**config.mk**
```make
export PLATFORM = sky130hd
export DESIGN_NAME = r2fft_bfly
export DESIGN_NICKNAME = d
export VERILOG_FILES = /design/src/rtl/r2fft_pkg.sv /design/src/rtl/r2fft_bfly.sv
export SDC_FILE = /design/constraint.sdc
export NUM_CORES = 2
export LEC_CHECK = 0
export BUFFER_PORTS_ARGS = -buffer_cell sky130_fd_sc_hd__buf_2
export CORE_MARGIN = 2
export CORE_UTILIZATION = 40
export DETAILED_ROUTE_END_ITERATION = 10
export SLEW_MARGIN = 20
export SYNTH_ARGS = -nofsm -noshare
export SYNTH_HDL_FRONTEND = slang
export SYNTH_SLANG_ARGS = --single-unit
```
**constraint.sdc**
```tcl
create_clock -name clk -period 9.4 [get_ports clk]
set_clock_uncertainty 0.1 [all_clocks]
set_input_delay 1.41 -clock clk [delete_from_list [all_inputs] [get_ports clk]]
set_output_delay 1.41 -clock clk [all_outputs]
set_load 0.03 [all_outputs]
```
**src/rtl/r2fft_pkg.sv**
```systemverilog
package r2fft_pkg;
  localparam int MaxPoints = 64;
  localparam int DefPoints = 64;
  localparam int SampleW = 16;
  localparam int BinW = 22;
  localparam int StoreW = 2 * BinW;
  localparam int TwW = 16;
  localparam logic signed [BinW-1:0] BinHi = 22'sh1FFFFF;
  localparam logic signed [BinW-1:0] BinLo = -22'sh200000;

  // cosine of the first quarter turn in 1/64 steps, q1.15
  function automatic logic signed [TwW-1:0] quarter_cos(input logic [4:0] j);
    logic signed [TwW-1:0] v;
    unique case (j)
      5'd0: v = 16'sd32767;
      5'd1: v = 16'sd32610;
      5'd2: v = 16'sd32138;
      5'd3: v = 16'sd31357;
      5'd4: v = 16'sd30274;
      5'd5: v = 16'sd28899;
      5'd6: v = 16'sd27246;
      5'd7: v = 16'sd25330;
      5'd8: v = 16'sd23170;
      5'd9: v = 16'sd20788;
      5'd10: v = 16'sd18205;
      5'd11: v = 16'sd15447;
      5'd12: v = 16'sd12540;
      5'd13: v = 16'sd9512;
      5'd14: v = 16'sd6393;
      5'd15: v = 16'sd3212;
      default: v = 16'sd0;
    endcase
    return v;
  endfunction

  function automatic logic signed [TwW-1:0] cos_at(input logic [4:0] j);
    logic [4:0] n;
    n = 5'd0 - j;
    if (j == 5'd16) return 16'sd0;
    return (j < 5'd16) ? quarter_cos(j) : -quarter_cos(n);
  endfunction

  function automatic logic signed [TwW-1:0] sin_at(input logic [4:0] j);
    logic [4:0] a;
    logic [4:0] b;
    a = 5'd16 - j;
    b = j - 5'd16;
    if (j == 5'd0) return 16'sd0;
    return (j <= 5'd16) ? quarter_cos(a) : quarter_cos(b);
  endfunction

  function automatic logic signed [BinW-1:0] sat22(input logic signed [BinW+1:0] v);
    if (v > BinHi) return BinHi;
    if (v < BinLo) return BinLo;
    return v[BinW-1:0];
  endfunction
endpackage

```
**src/rtl/r2fft_bfly.sv**
```systemverilog
// pipelined butterfly: t = b * w, top = a + t, bottom = a - t
module r2fft_bfly
  import r2fft_pkg::*;
(
  input  logic                   clk,
  input  logic signed [BinW-1:0] a_re,
  input  logic signed [BinW-1:0] a_im,
  input  logic signed [BinW-1:0] b_re,
  input  logic signed [BinW-1:0] b_im,
  input  logic signed [TwW-1:0]  c,
  input  logic signed [TwW-1:0]  s,
  output logic signed [BinW-1:0] top_re,
  output logic signed [BinW-1:0] top_im,
  output logic signed [BinW-1:0] bot_re,
  output logic signed [BinW-1:0] bot_im
);
  localparam int PW = BinW + TwW;
  logic signed [PW-1:0] p_rc, p_is, p_ic, p_rs;
  logic signed [BinW-1:0] a_re_d, a_im_d;
  logic signed [PW:0] t_re_full, t_im_full;
  logic signed [PW-15:0] t_re, t_im;

  always_ff @(posedge clk) begin
    p_rc <= b_re * c;
    p_is <= b_im * s;
    p_ic <= b_im * c;
    p_rs <= b_re * s;
    a_re_d <= a_re;
    a_im_d <= a_im;
  end

  always_comb begin
    t_re_full = PW'(p_rc) + PW'(p_is) + (PW+1)'(16384);
    t_im_full = PW'(p_ic) - PW'(p_rs) + (PW+1)'(16384);
    t_re = t_re_full[PW:15];
    t_im = t_im_full[PW:15];
  end

  always_ff @(posedge clk) begin
    top_re <= sat22((BinW+2)'(a_re_d) + (BinW+2)'(t_re));
    top_im <= sat22((BinW+2)'(a_im_d) + (BinW+2)'(t_im));
    bot_re <= sat22((BinW+2)'(a_re_d) - (BinW+2)'(t_re));
    bot_im <= sat22((BinW+2)'(a_im_d) - (BinW+2)'(t_im));
  end
endmodule

```
# == Word level (Yosys, flattened, before mapping) ==
# Cells that the tools add are included.
# op_classes
n_addsub,8
mul,4
order_cmp,8
muxes,28
# op_table
op,count
22-bit 2-to-1 mux,16
22-bit by 16-bit multiplier with 38-bit output,4
"24-bit by 22-bit > comparator with 1-bit output, second input constant",4
"24-bit by 22-bit less-than comparator with 1-bit output, second input constant",4
"39-bit by 16-bit adder with 39-bit output, second input constant",2
22-bit by 24-bit adder with 24-bit output,2
22-bit by 24-bit subtractor with 24-bit output,2
38-bit by 38-bit adder with 39-bit output,1
38-bit by 38-bit subtractor with 39-bit output,1
1-bit 2-to-1 mux,12
# word_totals
register_bits,284
out_inout_bits,88
wordCells,58

# == Logic depth before layout (Yosys ltp) ==
# depth
word_depth,8
depth_mapped,29
depth_no_buf,27

# == Worst setup path after synthesis ==
# No wires, ideal clock.
# synth_path
kind,input to register
from,input s[1]
to,register p_is[36]
arrival_time_ns,7.767
t_required_ns,9.178
slack_ns,1.411
cell_stages,26
cell_sequence,clkbuf_1 > clkbuf_1 > nand2_1 > fa_1 > inv_1 > fa_1 > inv_1 > fa_1 > inv_1 > fa_1 > inv_1 > fa_1 > inv_1 > fa_1 > ha_1 > a21o_1 > a21oi_1 > o21ai_0 > or2_0 > o21ai_0 > o21ai_1 > a311oi_1 > o21ai_0 > a221oi_2 > nor4b_1 > a311o_1
# synth_between
elab_chain_cells,1
# synth_lines
item,line,rtl
start: declaration,r2fft_bfly.sv:11,"input logic signed [TwW-1:0] s,"
22-bit by 16-bit multiplier with 38-bit output,r2fft_bfly.sv:25,p_is <= b_im * s;
end signal: assignment,r2fft_bfly.sv:25,
end: declaration,r2fft_bfly.sv:18,"logic signed [PW-1:0] p_rc, p_is, p_ic, p_rs;"
# No other way between the ends.

# == Worst setup path after layout ==
# layout_path
from,input c[5]
to,register p_rc[37]
# layout_between
elab_chain_cells,1
# layout_lines
item,line,rtl
start: declaration,r2fft_bfly.sv:10,"input logic signed [TwW-1:0] c,"
22-bit by 16-bit multiplier with 38-bit output,r2fft_bfly.sv:24,p_rc <= b_re * c;
end signal: assignment,r2fft_bfly.sv:24,
end: declaration,r2fft_bfly.sv:18,
# No other way between the ends.

==> flow_metrics.tcl <==
set metrics [dict create \
    yosys_warnings 0 \
    grt_remaining_overflow 0 \
    async_reset_ff_share_pct 0 \
    drive_gt1_share_pct 5.752 \
    dieWidth_um 408.7 \
    tritoncts "done" \
    start_util_pct 40.24 \
    gp_congestion 0.9084 \
    dp_hpwl_mm 144.8 \
    holdBufCountCts 0 \
    grt_use_total_pct 21.36 \
    postCtsSetupRepairBufs 0 \
    hold_path_class "reg2reg" \
    vias 47080 \
    cp.required_ps 9850 \
    antenna_found_initial 26 \
    synthCells 7264 \
    grt_setup_unrepaired "no" \
    totalWireLength_mm 173.6 \
    ff2ff_setup_slack_ps 2100 \
    syn_area_um2 65500 \
    min_from "a_re_d[0]$_DFF_P_" \
    synth.net_count 9397 \
    slew_viol_final 0 \
    dieArea_um2 167000 \
    syn_area_per_cell_um2 9.017 \
    end_kind "flip-flop" \
    worstHoldEndpoint "bot_re[0]$_SDFF_PN1_" \
    ys.flop_type "dfxtp_1" \
    yosys.cell_types.count 89 \
    drc 0 \
    grt_pass1_vias 51960 \
    rows 148 \
    grt_pass1_wl_mm 281.9 \
    clkLatencyLatePin_ps 630 \
    worstMarginPinSlew_ps 1192 \
    synth-edff-count 0 \
    setup_viol 0 \
    period_needed_ps 8072 \
    min_delay_path_depth 3 \
    cap_violations 0 \
    clockBufferDepth 3 \
    cts_resized 0 \
    cts.sinks 284 \
    cts_root_buf "clkbuf_16" \
    first_pass_iters 6 \
    ctsHtreeMaxLevel 2 \
    fp.coreArea_um2 162800 \
    fin_nets 9407 \
    cts-buffers-inserted 38 \
    rr_endpoint "bot_re[19]$_SDFF_PN1_" \
    ant_nets 0 \
    grt_max_degree 45 \
    fin_crit_sh_pct 85.87 \
    path_max_fanout 23 \
    drt-initial-drc-count 2406 \
    detail_route.wl_per_cell_um 18.30 \
    crit_type "in2reg" \
    status "completed" \
    vias_per_cell 4.962 \
    ios 209 \
    fp.dieH_um 408.7 \
    r2r_cells 24 \
    area_growth_pct 7.052 \
    slew_headroom_pct 20.52 \
    portBuffers 208 \
    synth-seq-cells 284 \
    path_clk_slew_ps 60 \
    critPathArrivalTime_ps 8520 \
    reg2reg_from "p_is[14]$_DFF_P_" \
    start_kind "input pin" \
    finalSetupTns_ps 0 \
    synth_seq_area_share_pct 8.680 \
    fmax_mhz 123.9 \
    finalHoldViolCount 0 \
    nFillCells 15920 \
]
-- area by class of cell --
cell class                 count  area [µm²]  area share (%)
sequential                   284        5685           8.108
antenna                       11       27.53         0.03926
inverter                    1722        6464           9.218
clock buffer                  47        1015           1.447
timing repair buffer         298        1779           2.537
tap                         2175        2721           3.881
multi-input combinational   4930       52070           74.26
clock inverter                21       360.3          0.5139
-- synth_stat cells, types with 10 or more instances --
master	n	share of area [%]
a21o_1	102	1.2
dfxtp_1	284	8.7
nor2_1	204	1.2
xnor2_1	222	3.0
clkbuf_1	302	1.7
nand3_1	44	0.34
o21ai_0	126	0.96
or3_1	10	0.096
nand2b_1	53	0.51
a31oi_1	20	0.19
a21oi_1	252	1.9
nand2_1	877	5.0
inv_1	1721	9.9
o21bai_1	59	0.68
fa_1	1388	42
nand4_1	26	0.25
o21ai_1	15	0.11
o21a_1	28	0.32
o31ai_1	15	0.17
xor2_1	73	0.98
and3_1	10	0.096
a211oi_1	16	0.18
o21ai_2	21	0.28
and2_1	553	5.3
nor2b_1	30	0.29
ha_1	624	12
nor3_1	32	0.24
-- stage by stage --
step	worst slack, ps	util (%)	instances	area (µm²)	hold slack [ps]
2_1_floorplan	1411	-	7264	65500	469.4
3_3_place_gp	842.2	42.22	9409	68720	531.6
3_5_place_dp	764.6	42.22	9409	68720	527.2
4_1_cts	1430	43.06	9477	70090	545.9
5_1_grt	956.7	43.07	9480	70100	591.9
6_report	1328	43.08	9488	70120	544.2
-- cell families (layout without fill, tap and decap cells) --
family / after synthesis / after routing / synth area share, %
other cells: 0 / 11 / 0
buf+inv: 2050 / 2088 / 11.86
mux: 1 / 1 / 0.01528
compound gates: 741 / 741 / 7.345
fa+ha+maj: 2012 / 2012 / 54.34
xor+xnor: 297 / 297 / 3.994
flops: 284 / 284 / 8.680
simple gates: 1879 / 1879 / 13.76
-- registers in the layout (all words and copies together), names as in the netlist --
register  cells
a_re_d       22
p_ic         38
top_im       22
p_is         38
bot_re       22
p_rc         38
a_im_d       22
bot_im       22
p_rs         38
top_re       22
-- layer usage --
metal,global-route usage [%],share of wire (%),up-vias
met5,0,0.044,-
met4,6.540,3.2,12
met3,2.178,4.7,286
met2,39.35,51,1070
met1,26.10,41,24120
li1,-,-,21590
-- placed cells by master (no fill, tap or decap), types with 21 or more instances in the layout --
master / count
nand3_1: 44
buf_2: 208
ha_1: 624
nor2b_1: 30
buf_4: 85
a21oi_1: 252
clkbuf_16: 38
o21ai_0: 126
inv_1: 1721
dfxtp_1: 284
fa_1: 1388
o21ai_2: 21
nor2_1: 204
a21o_1: 102
nand2_1: 877
xor2_1: 73
o21bai_1: 59
nand2b_1: 53
and2_1: 553
nand4_1: 26
o21a_1: 28
xnor2_1: 220
nor3_1: 32
-- worst max-delay path by stage --
stage / start / endpoint / slack, ps / depth (start not counted)
floorplan: s[1] / p_is[36]$_DFF_P_ / 1410 / 26
global placement: c[5] / p_rc[37]$_DFF_P_ / 840 / 26
detailed placement: c[5] / p_rc[37]$_DFF_P_ / 760 / 26
CTS: c[5] / p_rc[37]$_DFF_P_ / 1430 / 26
global route: c[5] / p_rc[37]$_DFF_P_ / 960 / 26
finish: c[5] / p_rc[37]$_DFF_P_ / 1330 / 26
-- worst max-delay path, stage by stage --
cell and delay (ps):
buf_2 580, buf_4 400, nand2_1 120, fa_1 520, inv_1 50, fa_1 470, inv_1 50, fa_1 500
inv_1 60, fa_1 540, inv_1 50, fa_1 470, inv_1 50, fa_1 430, ha_1 360, a21o_1 180
a21o_1 170, a21o_1 180, a21oi_1 200, o21ai_0 150, o2111ai_1 550, a211oi_1 220, nor3_1 350, o31ai_1 120
a21oi_1 180, xnor2_1 130
Power is not shown: default switching activity piles up to over one toggle a cycle in this logic, so the estimate is an artifact.
