<file path="src/rtl/r2fft_ram.sv">
module r2fft_ram #(
  parameter int Width = 8,
  parameter int Depth = 64
) (
  input  logic                     clk,
  input  logic                     we,
  input  logic [$clog2(Depth)-1:0] waddr,
  input  logic [Width-1:0]         wdata,
  input  logic [$clog2(Depth)-1:0] raddr,
  output logic [Width-1:0]         rdata
);
  logic [Width-1:0] mem [Depth];

  always_ff @(posedge clk) begin
    if (we) mem[waddr] <= wdata;
    rdata <= mem[raddr];
  end
endmodule

</file>
<file path="config.mk">
export PLATFORM = sky130hd
export DESIGN_NAME = r2fft_ram
export DESIGN_NICKNAME = d
export VERILOG_FILES = /design/src/rtl/r2fft_ram.sv
export SDC_FILE = /design/constraint.sdc
export NUM_CORES = 1
export LEC_CHECK = 0
export BUFFER_PORTS_ARGS = -buffer_cell sky130_fd_sc_hd__buf_2
export CORE_MARGIN = 8
export CORE_UTILIZATION = 30
export CTS_BUF_LIST = sky130_fd_sc_hd__clkbuf_4 sky130_fd_sc_hd__clkbuf_8
export CTS_CLUSTER_DIAMETER = 60
export DETAILED_ROUTE_END_ITERATION = 10
export PLACE_DENSITY = 0.49
export SYNTH_ARGS = -nofsm -noshare
export SYNTH_HDL_FRONTEND = slang
export SYNTH_SLANG_ARGS = --single-unit
</file>
<file path="constraint.sdc">
create_clock -name clk -period 2.55 [get_ports clk]
set_clock_uncertainty 0.05 [all_clocks]
set_input_delay 0.1275 -clock clk [delete_from_list [all_inputs] [get_ports clk]]
set_output_delay 0.1275 -clock clk [all_outputs]
set_load 0.005 [all_outputs]
</file>
After elaboration in Yosys (flattened, before gate mapping)

Memory sizes are Yosys's and may differ from the RTL's. A register that Yosys moved wholly into a read port is not among the register bits.
Index checks and enable logic that the tools add are counted.

Flip-flop bits (word level): 0
Memory bits (writable): 512
Input port bits: 22
Output and inout bits: 8
Logic and storage cells: 3
Memories kept: 1

Mux-type cells: 2

Memories:

| memory | words | bits a word | rd ports | clocked after Yosys merged registers in | write ports | RTL line | text |
|---|---|---|---|---|---|---|---|
| mem    | 64    | 8           | 1        | 1                                       | 1           | 12       | `logic [Width-1:0] mem [Depth];` |

Operator list:

| cell              | number |
|---|---|
| 1-bit two-way mux | 2 |

Longest topological paths before layout

Gate-level depths: netlist of the first run.

Depth after elaboration: 2
Depth in mapped cells: 9
Mapped depth without buffers: 5

Least setup slack after synthesis of the first run

No wires, ideal clock.

Path type: in2reg
From: in raddr[1]
To: reg rdata[3], read port of mem
Setup time: 0.128 ns
Arrival: 1.667 ns
Required time: 2.372 ns
Setup slack: 0.705 ns
Stages: 7
Buffers on the path: 3
Cell sequence: buf_4 -> buf_2 -> buf_2 -> mux4_2 -> mux4_2 -> o21ai_1 -> o41ai_1

RTL lines:

| what            | RTL line | text |
|---|---|---|
| start, declared | 9        | `input logic [$clog2(Depth)-1:0] raddr,` |
| end, declared   | 10       | `output logic [Width-1:0] rdata` |

==> out/results.ini, run 1 <==
[clocking]
clockBufferDepth = 3
cts-root-buf = clkbuf_8
clk_pin_slew_ps = 70
clock-sinks = 520
clk_latency_ps = 660
cts_tree = yes
numCtsBuffers = 85
cts.htree.levels = 3

[power]
p_sw_uw = 3843
power_density_nw_per_um2 = 741.3
p_int_uw = 13910
seqPwrFrac = 0.535
power_frac_comb = 0.054
p_sw_frac = 0.2164
ir_drop_uv = 315.9
power_frac_clock = 0.411
power.leakage_uw = 0.007697

[final_layout]
ff_latch_area_um2 = 15530
drive_above_1_share = 0.3566
n_fill_cell = 6164
nets = 1159
area_growth_pct = 18.77
fin_cells = 2077
stdcell_area_um2 = 23950
final_core_util = 0.3579
multi_input_area_um2 = 4318

[synth]
synthMuxAreaShare = 0.1594
synth_edf_count = 512
synth_xor_area_frac = 0
ys_warn_count = 0
async_reset_ff_frac = 0
syn_inst = 940
synth_nets = 962
ys_seq_area_frac = 0.7703
ys_ff_latch = 520
synth_cell_types = 40
yosys.area_share.simple = 0.03388
synth_top_family_by_area = multiplexers
synth_area_um2 = 20170
synth_top_flop_cell = edfxtp_1
synth_area_per_cell_um2 = 21.45
synth_compound_area_frac = 0.02072
yosys.area_share.adder = 0

[critical_path]
r2r_start = mem[45][1]$_DFFE_PP_
critPathSlowestCell = dlygate4sd3_1
slowest_delay_ps = 540
worstPathCellList = mux4_2 > mux2_2 > a221oi_1 > buf_4 > o2bb2ai_1 > dlygate4sd3_1
cp.arrival_ps = 2960
critPathMaxFanout = 1
critPathRequiredTime_ps = 3040
crit_path_start_kind = flip-flop
r2r_cells = 6
cpLargestDelayFamily = multiplexers
crit_buf_inv = 2
rrSetupSlack_ps = 90
end_kind = flip-flop
r2r_end = rdata[1]$_DFF_P_
path_class = reg2reg

[placement]
dpl_cell_area_um2 = 22140
gp_congestion = 0.7865
dp_hpwl_um = 32080
portBuffers = 29
place_inst = 1913
dp_slack_ps = 128.4

[routing]
via_count = 9939
via_per_inst = 4.785
drc_errors = 0
dr.pass1.iters = 5
ant_nets = 0
wl_per_cell_um = 24.01
drt-total-wl_um = 49880
drt-initial-drc-count = 781

[sta]
finalHoldViolations = 0
fmax_mhz = 405.8
setup_violations = 0
min_period_ps = 2464
finalMaxSlewViolations = 0
rsz0062_at_grt = no
relSlewSlack = 0.4567
post-route-period-util = 0.9665
fin_setup_tns_ps = 0
fin_ws_ps = 85.51
tightest_slew_ps = 815.0

[worst_hold_path]
hp-start = wdata[0]
hold_path_class = in2reg
hold-path-endpoint = mem[18][0]$_DFFE_PP_
hold_path_depth = 1

[global_routing]
grt_pass1_wl_um = 73310
antenna_found_initial = 2
grt_max_degree = 65
grt_pass1_vias = 10630
overflow = 0
track_usage = 0.1333

[floorplan]
dieWidth_um = 275.3
die_h_um = 275.3
die_area_um2 = 75780
start_util = 0.3014
placementRows = 95
core_um2 = 66920
boundaryPins = 30

[flow_run]
cap_violations = 0

[run_status]
outcome = finished, final reports clean

[cells by family (layout without fill, tap and decap cells)]
logic type             Yosys count  count (layout)
and+or+nand+nor                153             153
buffers and inverters           51             314
DFF                            520             520
muxes                          162             162
AOI/OAI and AO/OA               54              54
other                            0               1
[cells in the mapped netlist, types with 3 or more instances]
cell,count,area share
a221oi_1,6,0.0026
mux2_2,13,0.0073
a21oi_1,3,0.00074
nand3b_1,3,0.0011
dfxtp_1,8,0.0079
o221ai_1,8,0.0035
nor2b_1,14,0.0043
buf_6,4,0.0022
buf_4,13,0.0048
buf_1,4,0.00074
a211oi_1,4,0.0015
nand3_1,13,0.0032
clkbuf_1,17,0.0032
mux2i_1,23,0.011
edfxtp_1,512,0.76
o22ai_1,8,0.0025
nand2b_1,7,0.0022
nor3_1,7,0.0017
nor2_1,83,0.015
buf_2,11,0.0027
o2111ai_1,3,0.0013
o2bb2ai_1,3,0.0013
mux4_2,126,0.14
a22oi_1,3,0.0011
nand2_1,19,0.0035
[area by class of cell]
| type | count | area share |
|---|---|---|
| Antenna cell | 1 | 0.0001045 |
| Clock buffer | 120 | 0.06033 |
| Clock inverter | 33 | 0.01087 |
| Multi-Input combinational cell | 369 | 0.1803 |
| Sequential cell | 520 | 0.6486 |
| Tap cell | 873 | 0.04560 |
| Timing Repair Buffer | 161 | 0.05427 |
[layout by cell type (no fill, tap or decap), types with 3 or more instances in the layout]
cell type / Yosys / final
a211oi_1: 4 / 4
a21oi_1: 3 / 3
a221oi_1: 6 / 6
a22oi_1: 3 / 3
buf_12: 2 / 10
buf_2: 11 / 26
buf_4: 13 / 114
bufinv_16: 0 / 4
clkbuf_4: 0 / 33
clkbuf_8: 0 / 88
clkinv_1: 0 / 17
clkinv_2: 0 / 7
dfxtp_1: 8 / 8
dlygate4sd3_1: 0 / 10
edfxtp_1: 512 / 512
inv_6: 0 / 3
mux2_2: 13 / 13
mux2i_1: 23 / 23
mux4_2: 126 / 126
nand2_1: 19 / 19
nand2b_1: 7 / 7
nand3_1: 13 / 13
nand3b_1: 3 / 3
nor2_1: 83 / 82
nor2b_1: 14 / 14
nor3_1: 7 / 7
o2111ai_1: 3 / 3
o221ai_1: 8 / 8
o22ai_1: 8 / 8
o2bb2ai_1: 3 / 3
[power groups by stage]
stage	Sequential [µW]	Clock (µW)	Combinational, µW
floorplan	9660	0	504
global placement	9680	0	950
detailed placement	9680	0	959
CTS	9500	7550	971
global route	9500	7890	1020
finish	9500	7300	954
[registers in the layout (all words and copies together), names as in the netlist]
name / cells
rdata: 8
mem: 512
[per-stage QoR]
step	total power [µW]	hold WS (ps)
floorplan	10160	176.4
global placement	10630	507.9
finish	17760	52.87
detailed placement	10640	508.0
global route	18420	60.73
CTS	18020	4.425
[per-layer routing]
| metal | GRT usage | up-vias | wire length (µm) |
|---|---|---|---|
| met5 | 0 | - | 9 |
| met4 | 0.05003 | 2 | 1195 |
| met3 | 0.02867 | 72 | 2628 |
| met2 | 0.2108 | 263 | 23860 |
| met1 | 0.1798 | 5264 | 22190 |
| li1 | - | 4338 | - |
[worst reg2reg max path: stages, from the launching register on]
cell	delay [ps]
edfxtp_1	370
mux4_2	480
mux2_2	330
a221oi_1	350
buf_4	180
o2bb2ai_1	60
dlygate4sd3_1	540
[how the worst max path moves through the flow]
stage / depth (start not counted) / slack [ps] / end / startpoint
after floorplan: 7 / 700 / rdata[3]$_DFF_P_ / raddr[1]
after global placement: 6 / 150 / rdata[4]$_DFF_P_ / raddr[0]
after detailed placement: 6 / 130 / rdata[4]$_DFF_P_ / raddr[0]
after CTS: 6 / 10 / rdata[1]$_DFF_P_ / mem[10][1]$_DFFE_PP_
after global routing: 6 / 10 / rdata[1]$_DFF_P_ / mem[45][1]$_DFFE_PP_
final: 6 / 90 / rdata[1]$_DFF_P_ / mem[45][1]$_DFFE_PP_
[what timing repair did]
item | 4_1_cts | 5_1_grt
gates resized for setup | 0 | 1
endpoints found under the hold margin | 79 | 0
endpoints found under the setup margin | 0 | 1
hold buffers | 10 | 0
buffers inserted | 0 | 0
Power figures use the tool's default switching activity.
==> run 2: changes to the inputs <==
Settings changed: GPL_TIMING_DRIVEN from default to 0.
==> run 2 against run 1 <==
Against the previous run:
- power decreased by 3.1%
- via count down 0.83%
- highest routed layer unchanged
- clock power fell by 7.4%
- register-to-register slack better by 180 ps
- critical endpoint is now rdata[3]$_DFF_P_
- final cell count fell by 4.3%
- design area down 4.3%
- flip-flop and latch count unchanged
- largest cell class unchanged
==> out/results.ini, run 2 (synthesis results as in run 1) <==
[run_status]
outcome = finished, final reports clean

[final_layout]
final_core_util = 0.3427
area_growth_pct = 13.72
layout_commonest_cell = edfxtp_1
largest_register_ffs = 512
final_cell_mix = edfxtp_1, mux4_2, clkbuf_8
regMostFlops = mem
nets = 1069
top_regs = mem (512), rdata (8)
drive_above_1_share = 0.2847

[critical_path]
crit_path_start_kind = input pin
critPathMaxFanout = 19
r2r_start = mem[2][5]$_DFFE_PP_
slowest_delay_ps = 880
rrSetupSlack_ps = 270
end_kind = flip-flop
cp.arrival_ps = 2880
critPathLaunch = raddr[2]
path_class = in2reg
critPathSlowestCell = o41ai_1
r2r_cells = 4
r2r_end = rdata[5]$_DFF_P_
worstPathCellList = buf_2 > buf_4 > clkbuf_1 > mux4_2 > o22ai_1 > o41ai_1
critPathRequiredTime_ps = 2950

[power]
power_density_nw_per_um2 = 750.3
power.leakage_uw = 0.007032
ir_drop_uv = 326.3

[routing]
drt-initial-drc-count = 829
via_per_inst = 4.961
drt-total-wl_um = 53120
via_count = 9857
wl_per_cell_um = 26.74
drc_errors = 0
ant_nets = 0
dr.pass1.iters = 7

[floorplan]
core_um2 = 66920
die_area_um2 = 75780
placementRows = 95
dieWidth_um = 275.3
start_util = 0.3014
die_h_um = 275.3
boundaryPins = 30

[sta]
finalHoldViolations = 0
rsz0062_at_grt = no
finalMaxSlewViolations = 0
min_period_ps = 2481
fmax_mhz = 403.0
setup_violations = 0
relSlewSlack = 0.1413
tightest_slew_ps = 1288
post-route-period-util = 0.9731
fin_setup_tns_ps = 0

[clocking]
clock-sinks = 520
cts-root-buf = clkbuf_8
numCtsBuffers = 84
cts_tree = yes
cts.htree.levels = 3
clk_pin_slew_ps = 70
clockBufferDepth = 3
clk_latency_ps = 650

[global_routing]
grt_pass1_wl_um = 75610
track_usage = 0.1409
grt_max_degree = 65
grt_pass1_vias = 10230
overflow = 0
antenna_found_initial = 4

[worst_hold_path]
hold_path_depth = 3
hp-start = waddr[0]
hold-path-endpoint = mem[49][4]$_DFFE_PP_
hold_path_class = in2reg

[placement]
gp_congestion = 0.8516
portBuffers = 21
dp_hpwl_um = 33630

[flow_run]
cap_violations = 0

-- run 2: stage by stage --
step | total power, µW | std cells | setup slack (ps) | hold WS [ps] | cell area [µm²]
after detailed placement | 10640 | 1834 | -713.6 | 464.3 | 21360
after global routing | 17790 | 1986 | 33.78 | 147.5 | 22930
after floorplan | 10160 | 940 | 704.8 | 176.4 | 20170
after CTS | 17430 | 1983 | 148.0 | 63.21 | 22920
final | 17210 | 1987 | 68.71 | 143.6 | 22930
after global placement | 10620 | 1834 | -719.9 | 464.9 | 21360
-- run 2: metal layers --
layer / up-vias / global-route usage / part of all wire
met2: 359 / 0.2173 / 0.46
met3: 74 / 0.03386 / 0.067
met4: 2 / 0.05226 / 0.026
li1: 4167 / - / -
met5: - / 0 / 0.00024
met1: 5255 / 0.1928 / 0.44
-- run 2: how the worst max path moves through the flow --
stage | endpoint | slack (ps) | cells after the start
after detailed placement | rdata[3]$_DFF_P_ | -710 | 7
after CTS | rdata[4]$_DFF_P_ | 150 | 8
after global placement | rdata[3]$_DFF_P_ | -720 | 7
after floorplan | rdata[3]$_DFF_P_ | 700 | 7
after global routing | rdata[4]$_DFF_P_ | 30 | 8
final | rdata[3]$_DFF_P_ | 70 | 6
-- run 2: critical path: cells and delay by family --
| kind | cells | cell delay, ps |
|---|---|---|
| buffers and inverters | 3 | 1320 |
| multiplexers | 1 | 430 |
| AO/OA/AOI/OAI | 2 | 990 |
-- run 2: layout make-up --
cell class	instances	area (µm²)
clock inverter	36	161.4
buffer	50	312.8
sequential	520	15530
antenna	4	10.01
timing repair buffer	22	115.1
tap	873	1092
clock buffer	113	1393
multi-input combinational	369	4315
fill	6271	43990
-- run 2: timing repair --
item                                    CTS  global route
endpoints found under the setup margin    1             0
buffers inserted                          0             0
gates resized for setup                   0             0
hold buffers                              1             0
endpoints found under the hold margin     3             0
-- run 2: power by group --
part	internal (µW)	switching (µW)	total, µW	leakage, µW
Sequential	9470	15.1	9480	0.00467
Clock	3540	3220	6760	0.000821
Combinational	334	631	965	0.00154
Total	13300	3870	17200	0.00703
